## config.mk

```make
export PLATFORM = sky130hd
export DESIGN_NAME = base32_hex_label_encoder_flat
export DESIGN_NICKNAME = d
export VERILOG_FILES = /design/src/rtl/b32h_pkg.sv /design/src/rtl/b32h_ifs.sv /design/src/rtl/b32h_front.sv /design/src/rtl/b32h_queue.sv /design/src/rtl/b32h_back.sv /design/src/rtl/base32_hex_label_encoder.sv /design/src/flat_wrapper.sv
export SDC_FILE = /design/constraint.sdc
export NUM_CORES = 1
export LEC_CHECK = 0
export ABC_CLOCK_PERIOD_IN_PS = 5410
export BUFFER_PORTS_ARGS = -buffer_cell sky130_fd_sc_hd__clkbuf_2
export CAP_MARGIN = 20
export CORE_UTILIZATION = 39
export DETAILED_ROUTE_END_ITERATION = 10
export PLACE_DENSITY = 0.66
export SLEW_MARGIN = 5
export SYNTH_ARGS = -nofsm -noshare
export SYNTH_HDL_FRONTEND = slang
export SYNTH_SLANG_ARGS = --single-unit
export TNS_END_PERCENT = 100
```

## constraint.sdc

```tcl
create_clock -name i_clk -period 5.41 [get_ports i_clk]
set_input_delay 1.082 -clock i_clk [delete_from_list [all_inputs] [get_ports i_clk]]
set_output_delay 1.082 -clock i_clk [all_outputs]
set_load 0.05 [all_outputs]
```

## src/rtl/b32h_pkg.sv

```systemverilog
package b32h_pkg;

    localparam int unsigned LabelMaxDef = 63;
    localparam int unsigned LabelW      = 6;
    localparam int unsigned ResultCap   = 9;
    localparam int unsigned ResW        = 4;
    localparam int unsigned IdxW        = 3;
    localparam int unsigned GroupLen    = 8;

    localparam logic [7:0] CharPad = 8'h3D;
    localparam logic [7:0] CharDot = 8'h2E;

    typedef enum logic {
        ModeBase32 = 1'b0,
        ModeHex    = 1'b1
    } t_mode;

    typedef struct packed {
        logic [2:0][7:0] sym;
        logic [1:0]      n_sym;
        logic [2:0]      n_pad;
        logic            last;
    } t_job;

    function automatic logic [7:0] sym32(input logic [4:0] v);
        logic [7:0] r;
        if (v < 5'd26) begin
            r = 8'h61 + {3'b000, v};
        end else begin
            r = 8'h32 + {3'b000, v} - 8'd26;
        end
        return r;
    endfunction

    function automatic logic [7:0] sym16(input logic [3:0] v);
        logic [7:0] r;
        if (v < 4'd10) begin
            r = 8'h30 + {4'b0000, v};
        end else begin
            r = 8'h61 + {4'b0000, v} - 8'd10;
        end
        return r;
    endfunction

endpackage

```

## src/rtl/b32h_ifs.sv

```systemverilog
interface b32h_in_if;
    logic       valid;
    logic       ready;
    logic [7:0] data_byte;
    logic       last_byte;

    modport source(output valid, output data_byte, output last_byte, input ready);
    modport sink(input valid, input data_byte, input last_byte, output ready);
    modport mon(input valid, input data_byte, input last_byte, input ready);
endinterface

interface b32h_out_if;
    logic       valid;
    logic       ready;
    logic [7:0] out_char;
    logic       last_char;

    modport source(output valid, output out_char, output last_char, input ready);
    modport sink(input valid, input out_char, input last_char, output ready);
    modport mon(input valid, input out_char, input last_char, input ready);
endinterface

interface b32h_cfg_if;
    logic valid;
    logic ready;
    logic encode_mode;

    modport source(output valid, output encode_mode, input ready);
    modport sink(input valid, input encode_mode, output ready);
    modport mon(input valid, input encode_mode, input ready);
endinterface

```

## src/rtl/b32h_front.sv

```systemverilog
module b32h_front (
    input  logic             i_clk,
    input  logic             i_rst_n,
    b32h_in_if.sink          i_in,
    b32h_cfg_if.sink         i_cfg,
    input  logic             i_full,
    output logic             o_push,
    output b32h_pkg::t_job   o_job
);

    b32h_pkg::t_mode r_mode, n_mode;
    logic [3:0]      r_lb, n_lb;
    logic [2:0]      r_lc, n_lc;
    logic [2:0]      r_grp, n_grp;

    logic [11:0] acc;
    logic [3:0]  nbits;
    logic [3:0]  sh0;
    logic [3:0]  sh1;
    logic        two;
    logic [4:0]  s0;
    logic [4:0]  s1;
    logic [2:0]  rem;
    logic [4:0]  mask5;
    logic [3:0]  rem_bits;
    logic        flush;
    logic [8:0]  fsh;
    logic [4:0]  fsym;
    logic [1:0]  nsym;
    logic [2:0]  g1;
    logic [2:0]  pad_raw;
    logic [3:0]  cap;
    logic [2:0]  pad;

    assign i_cfg.ready = 1'b1;
    assign i_in.ready  = !i_full;
    assign o_push      = i_in.valid && !i_full;

    always_comb begin
        acc      = {r_lb, i_in.data_byte};
        nbits    = {1'b0, r_lc} + 4'd8;
        two      = nbits >= 4'd10;
        sh0      = nbits - 4'd5;
        sh1      = nbits - 4'd10;
        s0       = 5'(acc >> sh0);
        s1       = 5'(acc >> sh1);
        rem      = two ? 3'(sh1) : 3'(sh0);
        mask5    = (5'd1 << rem) - 5'd1;
        rem_bits = acc[3:0] & mask5[3:0];
        flush    = i_in.last_byte && (rem != 3'd0);
        fsh      = {5'b00000, rem_bits} << (3'd5 - rem);
        fsym     = fsh[4:0];
        nsym     = (two ? 2'd2 : 2'd1) + {1'b0, flush};
        g1       = r_grp + {1'b0, nsym};
        pad_raw  = 3'd0 - g1;
        cap      = 4'(b32h_pkg::GroupLen) - {2'b00, nsym};
        pad      = ({1'b0, pad_raw} > cap) ? cap[2:0] : pad_raw;

        o_job.last = i_in.last_byte;
        n_lb       = r_lb;
        n_lc       = r_lc;
        n_grp      = r_grp;

        if (r_mode == b32h_pkg::ModeHex) begin
            o_job.sym[0] = b32h_pkg::sym16(i_in.data_byte[7:4]);
            o_job.sym[1] = b32h_pkg::sym16(i_in.data_byte[3:0]);
            o_job.sym[2] = b32h_pkg::CharPad;
            o_job.n_sym  = 2'd2;
            o_job.n_pad  = 3'd0;
        end else begin
            o_job.sym[0] = b32h_pkg::sym32(s0);
            o_job.sym[1] = b32h_pkg::sym32(two ? s1 : fsym);
            o_job.sym[2] = b32h_pkg::sym32(fsym);
            o_job.n_sym  = nsym;
            o_job.n_pad  = i_in.last_byte ? pad : 3'd0;
            n_lb         = rem_bits;
            n_lc         = rem;
            n_grp        = g1;
        end

        if (i_in.last_byte) begin
            n_lb  = 4'd0;
            n_lc  = 3'd0;
            n_grp = 3'd0;
        end

        n_mode = r_mode;
        if (i_cfg.valid) begin
            n_mode = b32h_pkg::t_mode'(i_cfg.encode_mode);
        end
    end

    always_ff @(posedge i_clk) begin
        if (!i_rst_n) begin
            r_mode <= b32h_pkg::ModeBase32;
            r_lb   <= 4'd0;
            r_lc   <= 3'd0;
            r_grp  <= 3'd0;
        end else begin
            r_mode <= n_mode;
            if (o_push) begin
                r_lb  <= n_lb;
                r_lc  <= n_lc;
                r_grp <= n_grp;
            end
        end
    end

endmodule

```

## src/rtl/b32h_queue.sv

```systemverilog
module b32h_queue (
    input  logic             i_clk,
    input  logic             i_rst_n,
    input  logic             i_push,
    input  b32h_pkg::t_job   i_job,
    input  logic             i_pop,
    output logic             o_full,
    output logic             o_valid,
    output b32h_pkg::t_job   o_job
);

    b32h_pkg::t_job r_mem [2];
    logic           r_wptr;
    logic           r_rptr;
    logic [1:0]     r_cnt, n_cnt;

    assign o_full  = r_cnt == 2'd2;
    assign o_valid = r_cnt != 2'd0;
    assign o_job   = r_mem[r_rptr];

    always_comb begin
        n_cnt = r_cnt + {1'b0, i_push} - {1'b0, i_pop};
    end

    always_ff @(posedge i_clk) begin
        if (i_push) begin
            r_mem[r_wptr] <= i_job;
        end
    end

    always_ff @(posedge i_clk) begin
        if (!i_rst_n) begin
            r_wptr <= 1'b0;
            r_rptr <= 1'b0;
            r_cnt  <= 2'd0;
        end else begin
            r_cnt <= n_cnt;
            if (i_push) begin
                r_wptr <= !r_wptr;
            end
            if (i_pop) begin
                r_rptr <= !r_rptr;
            end
        end
    end

endmodule

```

## src/rtl/b32h_back.sv

```systemverilog
module b32h_back #(
    parameter int unsigned LABEL_MAX = b32h_pkg::LabelMaxDef
) (
    input  logic             i_clk,
    input  logic             i_rst_n,
    input  logic             i_job_valid,
    input  b32h_pkg::t_job   i_job,
    output logic             o_pop,
    b32h_out_if.source       o_out
);

    localparam int unsigned LW = b32h_pkg::LabelW;
    localparam int unsigned RW = b32h_pkg::ResW;
    localparam int unsigned XW = b32h_pkg::IdxW;
    localparam logic [LW-1:0] LabelLimit = LW'(LABEL_MAX);
    localparam logic [RW-1:0] ResLimit   = RW'(b32h_pkg::ResultCap);

    logic [LW-1:0] r_label, n_label;
    logic [RW-1:0] r_res, n_res;
    logic [XW-1:0] r_idx, n_idx;
    logic          r_out_valid;
    logic [7:0]    r_char;
    logic          r_fin;

    logic [XW:0]   last_idx;
    logic          is_sym;
    logic [7:0]    cur;
    logic          need_dot;
    logic          slot_ok;
    logic          out_free;
    logic          step;
    logic          emit;
    logic          end_item;
    logic [7:0]    emit_char;
    logic          emit_fin;

    assign o_out.valid     = r_out_valid;
    assign o_out.out_char  = r_char;
    assign o_out.last_char = r_fin;
    assign o_pop           = end_item;

    always_comb begin
        last_idx  = (XW+1)'({2'b00, i_job.n_sym}) + (XW+1)'({1'b0, i_job.n_pad})
                    - (XW+1)'(1);
        is_sym    = r_idx < {1'b0, i_job.n_sym};
        cur       = is_sym ? i_job.sym[r_idx[1:0]] : b32h_pkg::CharPad;
        need_dot  = r_label >= LabelLimit;
        slot_ok   = r_res < ResLimit;
        out_free  = !r_out_valid || o_out.ready;
        step      = i_job_valid && (out_free || !slot_ok);
        emit      = step && slot_ok;
        end_item  = step && !need_dot && ({1'b0, r_idx} == last_idx);
        emit_char = need_dot ? b32h_pkg::CharDot : cur;
        emit_fin  = !need_dot && i_job.last && ({1'b0, r_idx} == last_idx);

        n_label = r_label;
        n_res   = r_res;
        n_idx   = r_idx;
        if (step) begin
            n_label = need_dot ? '0 : r_label + LW'(1);
            if (emit) begin
                n_res = r_res + RW'(1);
            end
            if (!need_dot) begin
                n_idx = r_idx + XW'(1);
            end
            if (end_item) begin
                n_idx = '0;
                n_res = '0;
                if (i_job.last) begin
                    n_label = '0;
                end
            end
        end
    end

    always_ff @(posedge i_clk) begin
        if (emit) begin
            r_char <= emit_char;
            r_fin  <= emit_fin;
        end
    end

    always_ff @(posedge i_clk) begin
        if (!i_rst_n) begin
            r_out_valid <= 1'b0;
            r_label     <= '0;
            r_res       <= '0;
            r_idx       <= '0;
        end else begin
            r_label <= n_label;
            r_res   <= n_res;
            r_idx   <= n_idx;
            if (emit) begin
                r_out_valid <= 1'b1;
            end else if (o_out.ready) begin
                r_out_valid <= 1'b0;
            end
        end
    end

endmodule

```

## src/rtl/base32_hex_label_encoder.sv

```systemverilog
// Byte-stream to text encoder, base32 (lowercase, '=' padded) or lowercase hex,
// with the text cut into labels of at most LABEL_MAX characters separated by '.'.
// Channels: i_in carries data_byte and last_byte, o_out carries out_char and
// last_char; both use valid/ready and move one transaction per cycle at most.
// i_cfg writes encode_mode (0 base32, 1 hex); write it only while idle.
// The front end converts an accepted byte in the same cycle into a job of up
// to eight characters and pushes it into a two-entry queue. The back end
// emits one character, pad or dot per cycle, while o_out is not stalled, into
// an output register. With the queue empty, an accepted byte's job is written
// into the queue and its first character then into the output register.
// Throughput: one output character per cycle while o_out is ready; a byte
// yields two characters for hex, one or two for base32, up to eight on a
// final base32 byte with padding, plus one dot at each label end. The output
// port sets the pace. A message ends on the character flagged by last_char.
// Reset clears the mode to base32, the partial symbol, group and label counts.
// When o_out stalls, the output register holds, the queue fills and i_in
// ready drops; nothing is lost.
module base32_hex_label_encoder #(
    parameter int unsigned LABEL_MAX = b32h_pkg::LabelMaxDef
) (
    input  logic         i_clk,
    input  logic         i_rst_n,
    b32h_in_if.sink      i_in,
    b32h_cfg_if.sink     i_cfg,
    b32h_out_if.source   o_out
);

    logic           push;
    logic           pop;
    logic           full;
    logic           job_valid;
    b32h_pkg::t_job fe_job;
    b32h_pkg::t_job be_job;

    b32h_front u_front (
        .i_clk   (i_clk),
        .i_rst_n (i_rst_n),
        .i_in    (i_in),
        .i_cfg   (i_cfg),
        .i_full  (full),
        .o_push  (push),
        .o_job   (fe_job)
    );

    b32h_queue u_queue (
        .i_clk   (i_clk),
        .i_rst_n (i_rst_n),
        .i_push  (push),
        .i_job   (fe_job),
        .i_pop   (pop),
        .o_full  (full),
        .o_valid (job_valid),
        .o_job   (be_job)
    );

    b32h_back #(
        .LABEL_MAX (LABEL_MAX)
    ) u_back (
        .i_clk       (i_clk),
        .i_rst_n     (i_rst_n),
        .i_job_valid (job_valid),
        .i_job       (be_job),
        .o_pop       (pop),
        .o_out       (o_out)
    );

endmodule

```

## src/flat_wrapper.sv

```systemverilog
// flat-port wrapper written by rule: the top's interface ports become plain ports
module base32_hex_label_encoder_flat 
#(
    parameter int unsigned LABEL_MAX = b32h_pkg::LabelMaxDef
)
  (i_clk, i_rst_n, i_in_valid, i_in_data_byte, i_in_last_byte, i_in_ready, i_cfg_valid, i_cfg_encode_mode, i_cfg_ready, o_out_valid, o_out_out_char, o_out_last_char, o_out_ready);
  b32h_in_if i_in_i ();
  b32h_cfg_if i_cfg_i ();
  b32h_out_if o_out_i ();
  input  logic i_clk;
  input  logic i_rst_n;
  input wire logic [$bits(i_in_i.valid)-1:0] i_in_valid;
  input wire logic [$bits(i_in_i.data_byte)-1:0] i_in_data_byte;
  input wire logic [$bits(i_in_i.last_byte)-1:0] i_in_last_byte;
  output wire logic [$bits(i_in_i.ready)-1:0] i_in_ready;
  input wire logic [$bits(i_cfg_i.valid)-1:0] i_cfg_valid;
  input wire logic [$bits(i_cfg_i.encode_mode)-1:0] i_cfg_encode_mode;
  output wire logic [$bits(i_cfg_i.ready)-1:0] i_cfg_ready;
  output wire logic [$bits(o_out_i.valid)-1:0] o_out_valid;
  output wire logic [$bits(o_out_i.out_char)-1:0] o_out_out_char;
  output wire logic [$bits(o_out_i.last_char)-1:0] o_out_last_char;
  input wire logic [$bits(o_out_i.ready)-1:0] o_out_ready;
  assign i_in_i.valid = i_in_valid;
  assign i_in_i.data_byte = i_in_data_byte;
  assign i_in_i.last_byte = i_in_last_byte;
  assign i_in_ready = i_in_i.ready;
  assign i_cfg_i.valid = i_cfg_valid;
  assign i_cfg_i.encode_mode = i_cfg_encode_mode;
  assign i_cfg_ready = i_cfg_i.ready;
  assign o_out_valid = o_out_i.valid;
  assign o_out_out_char = o_out_i.out_char;
  assign o_out_last_char = o_out_i.last_char;
  assign o_out_i.ready = o_out_ready;
  base32_hex_label_encoder #(.LABEL_MAX(LABEL_MAX)) u_core (.i_clk(i_clk), .i_rst_n(i_rst_n), .i_in(i_in_i), .i_cfg(i_cfg_i), .o_out(o_out_i));
endmodule
```

==> impl_metrics.yaml, run 1 <==
clock_tree:
  path_clk_slew_ps: 70
  cts_tree: "done"
  ctsHoldBuffers: 0
  clock_tree.htree_level_count: 3
  cts_buffers: 9
  cts_setup_buffers: 0
  max-clock-path-buffers: 2
  cts_num_sinks: 99
  clockRootBuffer: "sky130_fd_sc_hd__clkbuf_16"
  clock_insertion_delay_worst_skew_ps: 340
power:
  switching_share_pct: 39.5
  p_clk_share_pct: 18.2
  power_density_nw_per_um2: 508
  comb_power_share_pct: 48.0
  seq_power_share_pct: 33.7
  p_switching_mw: 1.37
  post-layout-total-power_mw: 3.47
  leakage_power_figure_nw: 2.41
  cell_internal_pwr_mw: 2.10
  vdd_drop_max_mv: 0.228
critical_path:
  required_ps: 5500
  cp_startpoint_kind: "register"
  crit_path_cell_trace: "inv_1 -> ha_1 -> inv_1 -> o21ai_0 -> nand2_1 -> nand3_1 -> nand2_1 -> inv_1 -> ha_1 -> inv_1 -> ha_1 -> inv_1 -> fa_1 -> xnor2_1 -> ha_1 -> a21oi_1 -> a2111oi_1 -> mux2i_1 -> nor2_1"
  timing.critical_path.arrival_ps: 4920
  crit_path_frequent_cell: "sky130_fd_sc_hd__inv_1"
  crit_path_end_kind: "register"
  critPathMaxFanout: 17
  timing.setup.critical_path_class: "register to register"
  critPathSlowestCell: "sky130_fd_sc_hd__a2111oi_1"
  timing.critical_path.slowest_cell_delay_ps: 610
sta:
  report.final.setup_viol: 0
  rsz_0062_raised_after_global_routing: "no"
  timing.setup.tns_ps: 0
  fin_crit_ps: 4840
  transition_at_the_pin_with_the_smallest_max_transition_slack_ps: 858
  hold-worst-slack_ps: 479
  fmax_mhz: 207
  timing.final.crit_share_pct: 89.4
  worst_clock_skew_ps: 8.10
  maxSlewHeadroom_pct: 42.3
  slew_viol_final: 0
  hold_viol_final: 0
synth:
  synthArstFlopShare_pct: 0
  netlist_area_um2: 6180
  ys_seq_area_share_pct: 43.2
  synthCells: 581
  synth_mux_area_share_pct: 12.8
  synth_top_area_share_pct: 33.5
  synth-edff-count: 69
  synth.top_cells.by_area: "sky130_fd_sc_hd__edfxtp_1, sky130_fd_sc_hd__dfxtp_1, sky130_fd_sc_hd__mux4_2, sky130_fd_sc_hd__mux2i_1, sky130_fd_sc_hd__ha_1"
  yosysWarnings: 0
  main_flop_type_after_synthesis: "sky130_fd_sc_hd__edfxtp_1"
  number_of_storage_elements_in_the_synthesis_netlist: 99
  synth_fa_ha_area_share_pct: 6.11
  syn_area_per_cell_um2: 10.6
  synth_simple_gate_area_share_pct: 14.2
  post-synth-top-area-cell: "sky130_fd_sc_hd__edfxtp_1"
  synthDistinctLibCells: 86
  synth-compound-area-share_pct: 15.5
  post_synth_xor_area_fraction_pct: 3.12
  synth_top_family_by_area: "compound AO/OA/AOI/OAI gates"
run:
  max_cap_viol_count: 0
final_layout:
  final_area_um2: 6820
  diodes: 0
  post_route_cells_drive_above_1_share_pct: 15.1
  stdcell_count: 819
  finalNetCount: 647
  syn_to_final_growth_pct: 10.3
global_route:
  grt_pass1_wl_um: 21600
  grt_usage_pct: 16.9
  first_global_vias: 4370
  maximum_number_of_pins_on_one_net_before_global_route_repair: 32
  antenna_found_initial: 0
  global_route.overflow_total: 0
floorplan:
  dieArea_um2: 16400
  io_pins: 27
  die_width_um: 128
  die_height_um: 128
  effective_utilization_at_floorplan_pct: 40.4
  core_area_um2: 15300
  rows: 45
detailed_routing:
  drt-wirelength-per-cell_um: 15.8
  vias_per_cell: 5.43
  postRouteAntennaNets: 0
  detailedRoute.firstIterationViolations: 298
  firstDrtPassIters: 5
  num_vias: 4444
  drt_drc_violations_left: 0
  route.final.wire_length_um: 13000
placed_design:
  place.detailed.hpwl_um: 9310
  post_dp_cell_area_um2: 6500
  gp_congestion: 0.890
  numPortBuffers: 25
  dpl.cell_count: 801
worst_hold_path:
  min_path_type: "register to register"
status:
  outcome: "finished clean"
[cell usage after synthesis (9+ instances only)]
cell / count
sky130_fd_sc_hd__ha_1: 27
sky130_fd_sc_hd__nor3_1: 9
sky130_fd_sc_hd__a21oi_1: 38
sky130_fd_sc_hd__dfxtp_1: 30
sky130_fd_sc_hd__nor2b_1: 15
sky130_fd_sc_hd__inv_1: 34
sky130_fd_sc_hd__o21ai_0: 22
sky130_fd_sc_hd__mux2i_1: 36
sky130_fd_sc_hd__mux4_2: 18
sky130_fd_sc_hd__buf_2: 9
sky130_fd_sc_hd__xnor2_1: 17
sky130_fd_sc_hd__nand3_1: 17
sky130_fd_sc_hd__nand2_1: 38
sky130_fd_sc_hd__and2_1: 10
sky130_fd_sc_hd__nor2_1: 34
sky130_fd_sc_hd__edfxtp_1: 69
sky130_fd_sc_hd__clkbuf_1: 17
[per-layer routing]
layer / part of all wire (%) / vias to the layer above / GRT usage, %
met4: 2.2 / 0 / 6.16
met3: 5.0 / 22 / 3.42
li1: - / 2199 / -
met5: 0 / - / 0
met2: 46 / 125 / 27.6
met1: 47 / 2098 / 22.1
[registers in the layout, indices dropped and copies added, names as in the netlist, named ones only]
| register | cells |
|---|---|
| u_core.u_front.r_lb | 4 |
| u_core.u_back.r_res | 4 |
| u_core.u_front.r_grp | 3 |
| u_core.u_back.o_out.out_char | 8 |
| u_core.u_back.r_idx | 3 |
| u_core.u_back.r_label | 6 |
| u_core.u_queue.r_rptr | 1 |
| u_core.u_queue.r_wptr | 1 |
| u_core.u_front.r_lc | 3 |
| u_core.u_back.o_out.last_char | 1 |
| u_core.u_queue.r_cnt | 2 |
| u_core.u_front.r_mode | 1 |
| u_core.u_back.o_out.valid | 1 |
| u_core.u_queue.r_mem | 60 |
[logic make-up after synthesis]
| family | Yosys count |
|---|---|
| AO/OA/AOI/OAI | 136 |
| AND/OR/NAND/NOR | 167 |
| multiplexers | 56 |
| other | 2 |
| adder cells (fa/ha/maj) | 29 |
| buffers and inverters | 70 |
| flip-flops | 99 |
| XOR/XNOR | 22 |
[worst max-delay path: cells and delay by family, from the launching register on]
family / cells / cell delay [ps]
compound gates: 3 / 1050
buf+inv: 5 / 510
xor+xnor: 1 / 170
simple gates: 4 / 540
mux: 1 / 260
fa+ha+maj: 5 / 1650
flops: 1 / 410
[path summary, 6_finish.rpt]
kind | slack, ps | from | depth (start not counted) | to
hold / removal | 480 | u_core.u_back.r_res[3] | 2 | u_core.u_back.r_res[3]
setup / recovery | 570 | u_core.u_front.r_lc[2] | 19 | u_core.u_queue.r_mem[0][2]
hold reg to reg | 480 | u_core.u_back.r_res[3] | 2 | u_core.u_back.r_res[3]
setup reg to reg | 570 | u_core.u_front.r_lc[2] | 19 | u_core.u_queue.r_mem[0][2]
[cell usage in the layout (no fill, tap or decap), types with 4 or more instances in the layout]
master                       n
sky130_fd_sc_hd__o21a_1      5
sky130_fd_sc_hd__nand2_1    38
sky130_fd_sc_hd__nor2b_1    15
sky130_fd_sc_hd__and3_1      4
sky130_fd_sc_hd__buf_4      11
sky130_fd_sc_hd__or3_1       5
sky130_fd_sc_hd__clkbuf_16   9
sky130_fd_sc_hd__a21boi_0    4
sky130_fd_sc_hd__ha_1       27
sky130_fd_sc_hd__a21oi_1    38
sky130_fd_sc_hd__a21o_1      4
sky130_fd_sc_hd__nor2_1     33
sky130_fd_sc_hd__xor2_1      5
sky130_fd_sc_hd__nand3_1    17
sky130_fd_sc_hd__nand4_1     4
sky130_fd_sc_hd__dfxtp_1    30
sky130_fd_sc_hd__and2_1     10
sky130_fd_sc_hd__mux4_2     18
sky130_fd_sc_hd__edfxtp_1   69
sky130_fd_sc_hd__nor3_1      9
sky130_fd_sc_hd__a31oi_1     4
sky130_fd_sc_hd__mux2i_1    36
sky130_fd_sc_hd__a211oi_1    5
sky130_fd_sc_hd__nor2_2      4
sky130_fd_sc_hd__conb_1     11
sky130_fd_sc_hd__xnor2_1    17
sky130_fd_sc_hd__inv_1      34
sky130_fd_sc_hd__o211ai_1    6
sky130_fd_sc_hd__nand2b_1    4
sky130_fd_sc_hd__o21ai_0    22
sky130_fd_sc_hd__clkbuf_2   25
[repair_timing]
| action | CTS | global route |
|---|---|---|
| endpoints found under the hold margin | 0 | 0 |
| gates resized for setup | 0 | 1 |
| endpoints found under the setup margin | 0 | 4 |
[power by group through the flow]
| stage | registers (mW) | logic (mW) | clock network, mW |
|---|---|---|---|
| final | 1.17 | 1.66 | 0.632 |
| after global routing | 1.19 | 1.85 | 0.679 |
| after CTS | 1.17 | 1.66 | 0.650 |
| after detailed placement | 1.19 | 1.65 | 0 |
| after global placement | 1.18 | 1.59 | 0 |
| after floorplan | 1.29 | 1.18 | 0 |
[final cells by class]
cell class | instances | area, um^2
flip-flops and latches | 99 | 2670
well taps | 211 | 264
multi-input cells | 421 | 3240
repair buffers | 36 | 208
inverters | 36 | 135
clock inverters | 4 | 51.3
fillers | 1462 | 8500
clock buffers | 12 | 246
[through the flow]
stage	worst slack [ps]	utilization, %
after floorplan	860	-
after global placement	625	42.5
after detailed placement	470	42.5
after CTS	454	44.4
after global routing	143	44.5
final	574	44.5
(Power assumes the default switching activity.)
==> run 2: changes to the inputs <==
--- a/config.mk
+++ b/config.mk
@@ -8,9 +8,9 @@
 export ABC_CLOCK_PERIOD_IN_PS = 5410
 export BUFFER_PORTS_ARGS = -buffer_cell sky130_fd_sc_hd__clkbuf_2
 export CAP_MARGIN = 20
-export CORE_UTILIZATION = 39
+export CORE_UTILIZATION = 54
 export DETAILED_ROUTE_END_ITERATION = 10
-export PLACE_DENSITY = 0.66
+export PLACE_DENSITY = 0.82
 export SLEW_MARGIN = 5
 export SYNTH_ARGS = -nofsm -noshare
 export SYNTH_HDL_FRONTEND = slang
==> run 2 against run 1 <==
- critical path depth down 1
- largest power group unchanged
- critical endpoint is now u_core.u_queue.r_mem[0][1]
- routed wire length down 1.4%
- fmax down 4.2%
- largest cell class unchanged
- setup slack worse by 210 ps
- cell count down 8.8%
- first-iteration DRC count up 13%
- clock-buffer cell count down 3
==> impl_metrics.yaml, run 2 (synthesized netlist as in run 1, its figures left out) <==
final_layout:
  layout.cells.most_common: "sky130_fd_sc_hd__edfxtp_1"
  diodes: 0
  fillers: 869
  syn_to_final_growth_pct: 9.11
  mostFrequentLayoutCells: "sky130_fd_sc_hd__edfxtp_1, sky130_fd_sc_hd__nand2_1, sky130_fd_sc_hd__a21oi_1, sky130_fd_sc_hd__mux2i_1, sky130_fd_sc_hd__inv_1"
  max_reg_flops: 60
  utilization_pct: 61.4
  finalNetCount: 646
  post_route_cells_drive_above_1_share_pct: 15.5
  register_with_the_most_flip_flops: "u_core.u_queue.r_mem"
  final_area_um2: 6740
floorplan:
  core_area_um2: 11000
  dieArea_um2: 11900
  io_pins: 27
  die_height_um: 109
  rows: 38
  die_width_um: 109
  effective_utilization_at_floorplan_pct: 56.3
power:
  post-layout-total-power_mw: 3.52
  vdd_drop_max_mv: 0.386
  power_density_nw_per_um2: 522
  leakage_power_figure_nw: 2.42
detailed_routing:
  vias_per_cell: 6.09
  firstDrtPassIters: 5
  detail_route.wirelength.met1_um: 5640
  num_vias: 4552
  detailedRoute.firstIterationViolations: 338
  drt-wirelength-per-cell_um: 17.1
  postRouteAntennaNets: 0
  route.final.wire_length_um: 12800
  dr_wl_met2_um: 6330
  met3WireLength_um: 545
  drt_drc_violations_left: 0
  maxUsedRoutingLayer: "met4"
clock_tree:
  max-clock-path-buffers: 2
  cts_setup_buffers: 0
  cts_num_sinks: 99
  path_clk_slew_ps: 70
  clockRootBuffer: "sky130_fd_sc_hd__clkbuf_16"
  clock_tree.htree_level_count: 3
  clock_insertion_delay_worst_skew_ps: 340
  ctsHoldBuffers: 0
  cts_tree: "done"
  cts_buffers: 9
  ctsResizeCount: 0
placed_design:
  numPortBuffers: 25
  gp_congestion: 0.937
  post_dp_cell_area_um2: 6410
  place.detailed.hpwl_um: 9140
sta:
  report.final.setup_viol: 0
  timing.setup.tns_ps: 0
  rsz_0062_raised_after_global_routing: "no"
  transition_at_the_pin_with_the_smallest_max_transition_slack_ps: 954
  fmax_mhz: 198
  hold_viol_final: 0
  fin_crit_ps: 5050
  maxSlewHeadroom_pct: 36.2
  slew_viol_final: 0
  worst_clock_skew_ps: 5.88
  timing.final.crit_share_pct: 93.3
run:
  max_cap_viol_count: 0
critical_path:
  crit_path_end_kind: "register"
  timing.critical_path.slowest_cell_delay_ps: 700
  critPathSlowestCell: "sky130_fd_sc_hd__a2111oi_1"
  crit_path_cell_trace: "inv_1 -> ha_1 -> and3b_1 -> a2111o_1 -> nand3_1 -> nand2_1 -> inv_1 -> ha_1 -> inv_1 -> ha_1 -> inv_1 -> fa_1 -> xnor2_1 -> ha_1 -> a21oi_1 -> a2111oi_1 -> nor2_1 -> a211oi_1"
  worstPathBufferInverterCount: 4
  timing.setup.critical_path_class: "register to register"
  timing.critical_path.arrival_ps: 5190
  critPathTopFamily: "compound AO/OA/AOI/OAI gates"
  cp_startpoint_kind: "register"
  critPathMaxFanout: 17
  required_ps: 5550
global_route:
  maximum_number_of_pins_on_one_net_before_global_route_repair: 31
  grt_pass1_wl_um: 21700
  grt_usage_pct: 23.5
  global_route.overflow_total: 0
  first_global_vias: 4435
  antenna_found_initial: 0
status:
  outcome: "finished clean"
worst_hold_path:
  min_path_type: "register to register"
-- run 2: final timing paths --
path                            depth (start not counted)                         end  slack, ps                      from
worst max-delay path                                   18  u_core.u_queue.r_mem[0][1]        360    u_core.u_front.r_lc[2]
worst min-delay path                                    2    u_core.u_back.r_label[5]        500  u_core.u_back.r_label[5]
worst max register to register                         18  u_core.u_queue.r_mem[0][1]        360    u_core.u_front.r_lc[2]
worst min register to register                          2    u_core.u_back.r_label[5]        500  u_core.u_back.r_label[5]
-- run 2: power breakdown --
group | internal [mW] | switching [mW]
combinational | 0.638 | 1.04
clock | 0.404 | 0.268
sequential | 1.09 | 0.0856
-- run 2: layout make-up --
class / instances / area [um^2] / share of cell area, %
clock buffer: 9 / 225 / 3.34
inverter: 36 / 135 / 2.00
tap: 140 / 175 / 2.60
multi-input combinational: 421 / 3240 / 48.0
sequential: 99 / 2670 / 39.6
clock inverter: 7 / 92.6 / 1.37
timing repair buffer: 35 / 204 / 3.02
-- run 2: metrics by stage --
step	instances	setup slack, ps	hold slack [ps]
3_3_place_gp	730	680	445
3_5_place_dp	730	436	474
6_report	747	363	500
2_1_floorplan	590	860	434
4_1_cts	746	414	487
5_1_grt	747	12.6	507
-- run 2: metal layers --
metal | track usage, % | vias up
met5 | 0 | -
met4 | 7.14 | 0
met3 | 4.30 | 23
met2 | 40.4 | 131
met1 | 30.2 | 2199
li1 | - | 2199
-- run 2: tightest hold or removal path, delay by kind of cell, from the launching register on --
kind / cells / cell delay (ps)
flops: 1 / 320
compound gates: 2 / 130
==> run 3: changes to the inputs <==
--- a/config.mk
+++ b/config.mk
@@ -7,10 +7,12 @@
 export LEC_CHECK = 0
 export ABC_CLOCK_PERIOD_IN_PS = 5410
 export BUFFER_PORTS_ARGS = -buffer_cell sky130_fd_sc_hd__clkbuf_2
-export CAP_MARGIN = 20
+export CAP_MARGIN = 10
 export CORE_UTILIZATION = 54
+export CTS_BUF_LIST = sky130_fd_sc_hd__clkbuf_8
 export DETAILED_ROUTE_END_ITERATION = 10
 export PLACE_DENSITY = 0.82
+export SETUP_SLACK_MARGIN = 0.5
 export SLEW_MARGIN = 5
 export SYNTH_ARGS = -nofsm -noshare
 export SYNTH_HDL_FRONTEND = slang
==> run 3 against run 2 <==
- fmax is 9.1% higher
- via count fell by 0.53%
- die area is the same
- clock-buffer cell count unchanged
- setup slack better by 420 ps
- cell count is 0.13% lower
- global-route usage decreased by 0.28 points
- routed wire length fell by 1.9%
- critical endpoint is now u_core.u_queue.r_mem[1][2]
==> impl_metrics.yaml, run 3 (synthesized netlist as in run 1, its figures left out) <==
detailed_routing:
  firstDrtPassIters: 4
  postRouteAntennaNets: 0
  drt-wirelength-per-cell_um: 16.8
  num_vias: 4528
  route.final.wire_length_um: 12500
  detailedRoute.firstIterationViolations: 384
  drt_drc_violations_left: 0
  vias_per_cell: 6.07
sta:
  maxSlewHeadroom_pct: 24.5
  report.final.setup_viol: 0
  fmax_mhz: 216
  fin_crit_ps: 4630
  timing.final.crit_share_pct: 85.5
  rsz_0062_raised_after_global_routing: "no"
  hold-worst-slack_ps: 494
  slew_viol_final: 0
  hold_viol_final: 0
  worst_clock_skew_ps: 7.84
  timing.setup.tns_ps: 0
  transition_at_the_pin_with_the_smallest_max_transition_slack_ps: 1130
floorplan:
  dieArea_um2: 11900
  core_area_um2: 11000
  die_height_um: 109
  rows: 38
  die_width_um: 109
  io_pins: 27
  effective_utilization_at_floorplan_pct: 56.3
clock_tree:
  max-clock-path-buffers: 2
  clock_insertion_delay_worst_skew_ps: 370
  clock_tree.htree_level_count: 3
  path_clk_slew_ps: 90
  clockRootBuffer: "sky130_fd_sc_hd__clkbuf_8"
  cts_setup_buffers: 0
  cts_num_sinks: 99
  ctsHoldBuffers: 0
  cts_buffers: 9
  cts_tree: "done"
final_layout:
  mostFrequentLayoutCells: "sky130_fd_sc_hd__edfxtp_1, sky130_fd_sc_hd__nand2_1, sky130_fd_sc_hd__a21oi_1, sky130_fd_sc_hd__mux2i_1, sky130_fd_sc_hd__inv_1"
  layout.cells.most_common: "sky130_fd_sc_hd__edfxtp_1"
  post_route_cells_drive_above_1_share_pct: 16.0
  register_with_the_most_flip_flops: "u_core.u_queue.r_mem"
  syn_to_final_growth_pct: 7.81
  finalNetCount: 645
  diodes: 0
  final_area_um2: 6660
  max_reg_flops: 60
critical_path:
  timing.critical_path.arrival_ps: 4750
  timing.critical_path.slowest_cell_delay_ps: 470
  cp_startpoint_kind: "register"
  timing.setup.critical_path_class: "register to register"
  worstPathBufferInverterCount: 5
  critPathTopFamily: "adder cells"
  critPathSlowestCell: "sky130_fd_sc_hd__fa_1"
  required_ps: 5530
  crit_path_cell_trace: "inv_1 -> ha_2 -> buf_4 -> nor2b_1 -> a2111o_1 -> nand3_1 -> nand2_1 -> inv_1 -> ha_1 -> inv_1 -> ha_1 -> inv_1 -> fa_1 -> xnor2_1 -> ha_1 -> a21oi_1 -> a2111oi_4 -> mux2i_1 -> nor2_1"
  crit_path_frequent_cell: "sky130_fd_sc_hd__inv_1"
  crit_path_end_kind: "register"
  critPathMaxFanout: 14
global_route:
  grt_pass1_wl_um: 21400
  antenna_found_initial: 0
  global_route.overflow_total: 0
  maximum_number_of_pins_on_one_net_before_global_route_repair: 31
  grt_usage_pct: 23.3
  first_global_vias: 4403
placed_design:
  place.detailed.hpwl_um: 9140
  post_dp_cell_area_um2: 6410
  gp_congestion: 0.937
  numPortBuffers: 25
worst_hold_path:
  min_path_type: "register to register"
run:
  max_cap_viol_count: 0
power:
  leakage_power_figure_nw: 2.37
  vdd_drop_max_mv: 0.356
  power_density_nw_per_um2: 504
status:
  outcome: "finished clean"
[run 3: layout make-up]
cell class,count,area [um^2]
Fill cell,892,4320
Multi-Input combinational cell,421,3270
Sequential cell,99,2670
Timing Repair Buffer,34,196
Tap cell,140,175
Inverter,36,135
Clock buffer,9,124
Clock inverter,7,92.6
[run 3: stage by stage]
| stage | total power, mW | setup slack (ps) | util [%] | instances |
|---|---|---|---|---|
| global route | 3.59 | 497 | 60.7 | 746 |
| detailed placement | 2.83 | 436 | 58.4 | 730 |
| CTS | 3.34 | 576 | 60.4 | 746 |
| finish | 3.36 | 782 | 60.7 | 746 |
| global placement | 2.75 | 680 | 58.4 | 730 |
| floorplan | 2.47 | 860 | - | 590 |
[run 3: path summary, 6_finish.rpt]
path	startpoint	end	slack [ps]	cells past startpoint
max	u_core.u_front.r_lc[2]	u_core.u_queue.r_mem[1][2]	780	19
min	u_core.u_back.r_label[5]	u_core.u_back.r_label[5]	490	2
max reg2reg	u_core.u_front.r_lc[2]	u_core.u_queue.r_mem[1][2]	780	19
min reg2reg	u_core.u_back.r_label[5]	u_core.u_back.r_label[5]	490	2
[run 3: tightest hold or removal path: stages (launching register included)]
cell                      delay [ps]
sky130_fd_sc_hd__dfxtp_1         330
sky130_fd_sc_hd__o31ai_1          70
sky130_fd_sc_hd__a21oi_1          60
[run 3: timing repair]
action / in CTS / in global routing
pin swaps: 0 / 1
gates resized for setup: 1 / 7
setup endpoints to repair: 4 / 4
[run 3: metal layers]
metal  share of wire, %  vias to the layer above  global-route usage [%]  wire (um)
met5                  0                        -                       0          0
met4                2.6                        0                    7.53        322
met3                4.0                       31                    4.60        503
met2                 49                      130                    39.7       6160
met1                 44                     2168                    29.6       5560
li1                   -                     2199                       -          -
[run 3: power by group]
part | switching, mW | internal (mW) | total (mW)
combinational | 1.04 | 0.635 | 1.68
sequential | 0.0855 | 1.09 | 1.17
clock | 0.249 | 0.259 | 0.508
